===== config.mk =====
export PLATFORM = sky130hd
export DESIGN_NAME = srdz_isqrt
export DESIGN_NICKNAME = d
export VERILOG_FILES = /design/src/rtl/core/stick_radial_dead_zone_assert.svh /design/src/rtl/core/srdz_pkg.sv /design/src/rtl/core/srdz_isqrt.sv
export SDC_FILE = /design/constraint.sdc
export NUM_CORES = 2
export LEC_CHECK = 0
export BUFFER_PORTS_ARGS = -buffer_cell sky130_fd_sc_hd__buf_2
export CAP_MARGIN = 20
export CORE_ASPECT_RATIO = 1.5
export CORE_MARGIN = 3
export CORE_UTILIZATION = 30
export CTS_BUF_LIST = sky130_fd_sc_hd__clkbuf_2 sky130_fd_sc_hd__clkbuf_4 sky130_fd_sc_hd__clkbuf_8
export DETAILED_ROUTE_END_ITERATION = 6
export PLACE_DENSITY = 0.49
export SYNTH_ARGS = -nofsm -noshare
export SYNTH_HDL_FRONTEND = slang
export SYNTH_MEMORY_MAX_BITS = 65536
export SYNTH_SLANG_ARGS = --single-unit

===== constraint.sdc =====
create_clock -name clk -period 4.4 [get_ports clk]
set_input_delay 0.88 -clock clk [delete_from_list [all_inputs] [get_ports clk]]
set_output_delay 0.88 -clock clk [all_outputs]
set_load 0.1 [all_outputs]

===== src/rtl/core/stick_radial_dead_zone_assert.svh =====
// Assertion macros shared by the stick dead zone RTL.
// Include with the bare file name; no other dependencies.
`ifndef STICK_RADIAL_DEAD_ZONE_ASSERT_SVH
`define STICK_RADIAL_DEAD_ZONE_ASSERT_SVH

`ifndef SYNTHESIS
// same-cycle implication
`define SRDZ_ASSERT_IMP(label, clk, rst_n, ante, cons, msg) \
	label: assert property (@(posedge clk) disable iff (!rst_n) (ante) |-> (cons)) \
		else $error(msg);
// next-cycle implication
`define SRDZ_ASSERT_NXT(label, clk, rst_n, ante, cons, msg) \
	label: assert property (@(posedge clk) disable iff (!rst_n) (ante) |=> (cons)) \
		else $error(msg);
`else
`define SRDZ_ASSERT_IMP(label, clk, rst_n, ante, cons, msg)
`define SRDZ_ASSERT_NXT(label, clk, rst_n, ante, cons, msg)
`endif

`endif


===== src/rtl/core/srdz_pkg.sv =====
// Package for the stick radial dead zone: widths, full-scale constant, sideband structs.
// No dependencies.
`timescale 1ns / 1ps
`default_nettype none

package srdz_pkg;

	// full scale of one axis (1.0)
	localparam int STICK_MAX = 32767;

	localparam int RAW_W    = 16;  // raw axis sample
	localparam int RADIUS_W = 15;  // dead zone radius register
	localparam int AXIS_W   = 15;  // |axis| after clamp
	localparam int SQ_W     = 30;  // square of one axis
	localparam int SUM_W    = 31;  // x^2 + y^2
	localparam int FRAC_W   = 8;   // fraction bits of the magnitude
	localparam int MAG_W    = 24;  // magnitude, isqrt(sum << 16)
	localparam int RAD_W    = 2 * MAG_W;  // radicand
	localparam int REM_W    = MAG_W + 3;  // isqrt partial remainder
	localparam int SPAN_W   = 23;  // clipped magnitude minus radius
	localparam int PA_W     = 30;  // STICK_MAX * |axis|
	localparam int DR_W     = 15;  // STICK_MAX - radius
	localparam int NUM_W    = PA_W + SPAN_W;
	localparam int DEN_W    = MAG_W + DR_W;
	localparam int Q_W      = 15;  // quotient, never above STICK_MAX

	// travels with a sample through the square root pipeline
	typedef struct packed {
		logic                neg_x;
		logic                neg_y;
		logic                in_zone;
		logic [PA_W-1:0]     pa_x;
		logic [PA_W-1:0]     pa_y;
		logic [RADIUS_W-1:0] radius;
		logic [DR_W-1:0]     dr;
	} sqrt_side_t;

	// travels with a sample through the divider pipeline
	typedef struct packed {
		logic neg_x;
		logic neg_y;
		logic in_zone;
		logic zero;
	} div_side_t;

endpackage

`default_nettype wire


===== src/rtl/core/srdz_isqrt.sv =====
// Pipelined integer square root of (sum << 16), one result bit per stage.
// Depends on srdz_pkg.
`timescale 1ns / 1ps
`default_nettype none

module srdz_isqrt (
	input  logic                           clk,
	input  logic                           arst_n,
	input  logic                           en,
	input  logic                           in_valid,
	input  logic [srdz_pkg::SUM_W-1:0]     in_sum,
	input  srdz_pkg::sqrt_side_t           in_side,
	output logic                           out_valid,
	output logic [srdz_pkg::MAG_W-1:0]     out_mag,
	output srdz_pkg::sqrt_side_t           out_side
);
	import srdz_pkg::*;

	logic [RAD_W-1:0] rad_s  [MAG_W];
	logic [REM_W-1:0] rem_s  [MAG_W];
	logic [MAG_W-1:0] root_s [MAG_W];
	sqrt_side_t       side_s [MAG_W];
	logic             valid_s[MAG_W];

	logic [RAD_W-1:0] radicand;
	assign radicand = RAD_W'(in_sum) << (2 * FRAC_W);

	for (genvar i = 0; i < MAG_W; i++) begin : g_step
		logic [RAD_W-1:0] rad_in;
		logic [REM_W-1:0] rem_in;
		logic [MAG_W-1:0] root_in;
		sqrt_side_t       side_in;
		logic             valid_in;
		logic [REM_W-1:0] cur;
		logic [REM_W-1:0] trial;

		if (i == 0) begin : g_head
			assign rad_in   = radicand;
			assign rem_in   = '0;
			assign root_in  = '0;
			assign side_in  = in_side;
			assign valid_in = in_valid;
		end else begin : g_tail
			assign rad_in   = rad_s[i-1];
			assign rem_in   = rem_s[i-1];
			assign root_in  = root_s[i-1];
			assign side_in  = side_s[i-1];
			assign valid_in = valid_s[i-1];
		end

		// bring down the next two radicand bits, try root*4+1
		assign cur   = {rem_in[REM_W-3:0], rad_in[RAD_W-1-2*i -: 2]};
		assign trial = REM_W'({root_in, 2'b01});

		always_ff @(posedge clk) begin
			if (en) begin
				rad_s[i]  <= rad_in;
				side_s[i] <= side_in;
				if (cur >= trial) begin
					rem_s[i]  <= cur - trial;
					root_s[i] <= {root_in[MAG_W-2:0], 1'b1};
				end else begin
					rem_s[i]  <= cur;
					root_s[i] <= {root_in[MAG_W-2:0], 1'b0};
				end
			end
		end

		always_ff @(posedge clk or negedge arst_n) begin
			if (!arst_n) begin
				valid_s[i] <= 1'b0;
			end else if (en) begin
				valid_s[i] <= valid_in;
			end
		end
	end

	assign out_valid = valid_s[MAG_W-1];
	assign out_mag   = root_s[MAG_W-1];
	assign out_side  = side_s[MAG_W-1];

endmodule

`default_nettype wire


==> Implementation_results.wiki <==
{| class="wikitable"
! Metric !! Value
|-
| Via count of the first global-routing pass || 60900
|-
| Setup Slack @ Placement || 0.631 ns
|-
| Antenna violations before repair || 16
|-
| Area enclosed by the die boundary || 415000 um2
|-
| Final layout net count || 8153
|-
| Die X || 527 um
|-
| Class of the tightest hold or removal check || in -> async
|-
| Setup repair after global routing missed its margin || no
|-
| Total negative slack for setup checks || 0 ns
|-
| Area delta synth->final || 16.4%
|-
| Clock input transition at the sequential cells of the worst setup and hold paths || 0.06 ns
|-
| Worst-margin pin slew || 1.08 ns
|-
| Row count || 286
|-
| Post-route clock period utilization || 85.7%
|-
| Switching part of the total power || 24.8%
|-
| Layout cells sized above 1 || 15.6%
|-
| Vias per cell || 4.26
|-
| Min setup slack post-route || 0.630 ns
|-
| Switch Pwr || 18.1 mW
|-
| I/O pins || 246
|-
| Clk buf depth || 4
|-
| Synthesis-stage register bit count || 3327
|-
| CTS tree || built
|-
| Minimum clock period after layout || 3.77 ns
|-
| Static leakage || 50.5 nW
|-
| Final count of pins violating max slew || 0
|-
| Non-Filler Cell Area, Final || 142000 um2
|-
| Deepest level of the CTS H-tree || 6
|-
| Startpoint class of the critical path || register
|-
| Area of the mapped netlist || 122000 um2
|-
| Final setup violation count || 0
|-
| Worst setup path category || reg -> reg
|-
| Maximum operating frequency || 0.265 GHz
|-
| Sum of net half-perimeters after detailed placement || 133000 um
|-
| Share of flip-flops with an asynchronous set or reset || 0.721%
|-
| Post-synth top area cell || sky130_fd_sc_hd__edfxtp_1
|-
| Share of power burned in combinational logic || 10.8%
|-
| Starting Density || 30.2%
|-
| Core Box Area || 405000 um2
|-
| Number of flops mapped to enable cells by yosys || 3302
|-
| CTS root buffer || sky130_fd_sc_hd__clkbuf_8
|-
| Total internal power || 55.1 mW
|-
| Post-Synthesis Net Count || 7267
|-
| Number of detailed-routing iterations run before antenna repair || 5
|-
| Total congestion overflow after global routing || 0
|-
| Pin count of the biggest net entering global routing || 188
|-
| Most area-consuming cells after synthesis || sky130_fd_sc_hd__edfxtp_1 (81%), sky130_fd_sc_hd__ha_1 (3.2%), sky130_fd_sc_hd__xnor2_1 (1.5%)
|-
| Max Fanout on Critical Path || 35
|-
| Synthesized area per cell || 17.9 um2
|-
| Slew margin rel. || 28.1%
|-
| Number of hold violations in the final report || 0
|-
| Outcome || completed
|-
| # DRC || 0
|-
| Total wire length after detailed routing || 210000 um
|-
| Gate Count Post-Synth || 6822
|-
| Num Clock Sinks || 3327
|-
| Endpoint kind of the worst setup timing path || register
|-
| Violation count after the first detailed-route iteration || 2980
|-
| Port-buffer cells || 245
|-
| Warnings from Yosys || 0
|-
| Leading register cell type out of synthesis || sky130_fd_sc_hd__edfxtp_1
|-
| Clock network fraction of design power || 35.3%
|-
| Seq/Total Area, Yosys || 81.7%
|-
| Setup Skew || 0.0837 ns
|-
| R2R setup slack || 0.63 ns
|-
| Data arrival time of the worst path || 4.57 ns
|-
| Cell variety after synth || 87
|-
| IR drop worst, VDD || 271 uV
|-
| Util after Layout || 35.1%
|-
| Top cell type's share of synthesized area || 81.2%
|-
| Total of cells resized after clock tree synthesis || 0
|-
| Count of nets left with antenna violations after detail routing || 0
|-
| All-Layer GR Usage || 9.90%
|-
| Layout filler cell count || 38100
|-
| Cell area after placement || 131000 um2
|-
| Flop pwr share || 53.9%
|-
| Clock latency at the later pin of the worst-skew pair || 1.14 ns
|-
| Power per cell area || 515 nW/um2
|-
| First-pass GRT wire length || 330000 um
|-
| DR WL/cell || 15.6 um
|-
| Num CTS Buffers || 541
|-
| Final weighted congestion in routability-driven placement || 0.864
|-
| Die Y || 788 um
|-
| Count of max-cap constraint violations || 0
|-
| Required time reported for the critical path endpoint || 5.20 ns
|-
| Vias after detailed routing || 57200
|}
[power by group through the flow]
stage | registers, mW | clock network [mW] | logic, mW
floorplan | 40.0 | 0 | 5.13
global placement | 40.1 | 0 | 7.64
detailed placement | 40.2 | 0 | 7.83
CTS | 39.5 | 27.4 | 7.96
global route | 39.7 | 28.7 | 8.76
finish | 39.5 | 25.8 | 7.88
[layout make-up]
| class | instances | area [um2] | share of cell area (%) |
|---|---|---|---|
| well taps | 5328 | 6670 | 4.69 |
| diodes | 5 | 12.5 | 0.00880 |
| clock inverters | 223 | 1530 | 1.08 |
| inverters | 397 | 1490 | 1.05 |
| multi-input cells | 2990 | 20500 | 14.4 |
| clock buffers | 716 | 8830 | 6.21 |
| repair buffers | 451 | 3370 | 2.37 |
| flip-flops and latches | 3327 | 99800 | 70.2 |
[synth_stat cells (all sizes together) (10+ instances only)]
cell     instances
edfxtp        3302
inv            397
nand2          369
ha             310
o21ai          297
nor2           263
a21oi          252
xnor2          208
xor2           202
nor3           102
clkbuf         100
a21o            91
nand3           73
mux2            67
nand2b          63
nor4            57
or3             57
o21a            56
nor2b           44
a211oi          37
nand4           37
or4             32
and2            30
or2             29
o21bai          27
dfrtp           24
nor4b           22
a31oi           19
and3            19
o31ai           19
nand3b          18
o211ai          15
o31a            12
a21boi          11
a2111oi         10
[per-stage QoR]
stage          std cells  hold WS, ns  total power, mW
6_report           13400        0.312             73.2
4_1_cts            13400        0.125             74.9
2_1_floorplan       6822        0.400             45.2
3_5_place_dp       12400        0.405             48.0
3_3_place_gp       12400        0.400             47.7
5_1_grt            13400        0.243             77.2
[cell usage in the layout, fill, tap and decap left out, drive strengths merged, types with 44 or more instances in the layout]
master | netlist | routed
clkbuf | 100 | 716
inv | 397 | 432
nor2 | 263 | 263
xnor2 | 208 | 208
o21a | 56 | 56
mux2 | 67 | 67
nor4 | 57 | 57
edfxtp | 3302 | 3302
dlygate4sd3 | 0 | 127
nand3 | 73 | 73
or3 | 57 | 57
clkinv | 0 | 167
ha | 310 | 310
xor2 | 202 | 202
nand2b | 63 | 63
o21ai | 297 | 297
buf | 8 | 324
a21oi | 252 | 252
nor2b | 44 | 44
nand2 | 369 | 369
a21o | 91 | 91
nor3 | 102 | 102
[what timing repair did]
action | in CTS | in global routing
hold endpoints to repair | 156 | 0
buffers inserted | 0 | 0
endpoints found under the setup margin | 0 | 0
hold buffers | 127 | 0
[sequential cells by signal (all words and copies together), names as in the netlist]
register         count
rem_s              531
root_s             300
g_step.valid_in     23
rad_s              240
out_valid            1
side_s            2232
[final timing paths]
check	cells past startpoint	start	to
worst min register to register	0	side_s[0][471]$_DFFE_PP_	side_s[0][564]$_DFFE_PP_
worst min-delay path	2	arst_n	g_step[20].valid_in$_DFFE_PN0P_
min in group clk	0	side_s[0][471]$_DFFE_PP_	side_s[0][564]$_DFFE_PP_
max in group asynchronous	2	arst_n	g_step[12].valid_in$_DFFE_PN0P_
worst max-delay path	10	rem_s[1][190]$_DFFE_PP_	rem_s[2][21]$_DFFE_PP_
worst max register to register	10	rem_s[1][190]$_DFFE_PP_	rem_s[2][21]$_DFFE_PP_
[critical path: stages, from the launching register on]
cell and delay (ns):
sky130_fd_sc_hd__edfxtp_1 0.42, sky130_fd_sc_hd__ha_1 0.34, sky130_fd_sc_hd__a211oi_1 0.36, sky130_fd_sc_hd__o211ai_1 0.22, sky130_fd_sc_hd__a41oi_1 0.39, sky130_fd_sc_hd__o21ai_0 0.31
sky130_fd_sc_hd__a31o_2 0.37, sky130_fd_sc_hd__a211oi_2 0.26, sky130_fd_sc_hd__buf_4 0.38, sky130_fd_sc_hd__and4b_1 0.25, sky130_fd_sc_hd__xor2_1 0.14
[logic make-up after synthesis]
kind of cell,synth area share [%]
and+or+nand+nor,5.15
adders and majority gates,3.29
muxes,0.683
AOI/OAI and AO/OA,4.71
xor gates and xnor gates,2.94
DFF,81.7
buffers and inverters,1.56
[layer usage]
| layer | global-route usage (%) | vias to the layer above | wire length, um |
|---|---|---|---|
| met2 | 17.5 | 1301 | 107000 |
| met1 | 10.8 | 27400 | 81400 |
| met3 | 2.21 | 679 | 9740 |
| li1 | - | 27800 | - |
| met5 | 0 | - | 0 |
| met4 | 5.76 | 0 | 11800 |
(Power assumes the default switching activity.)
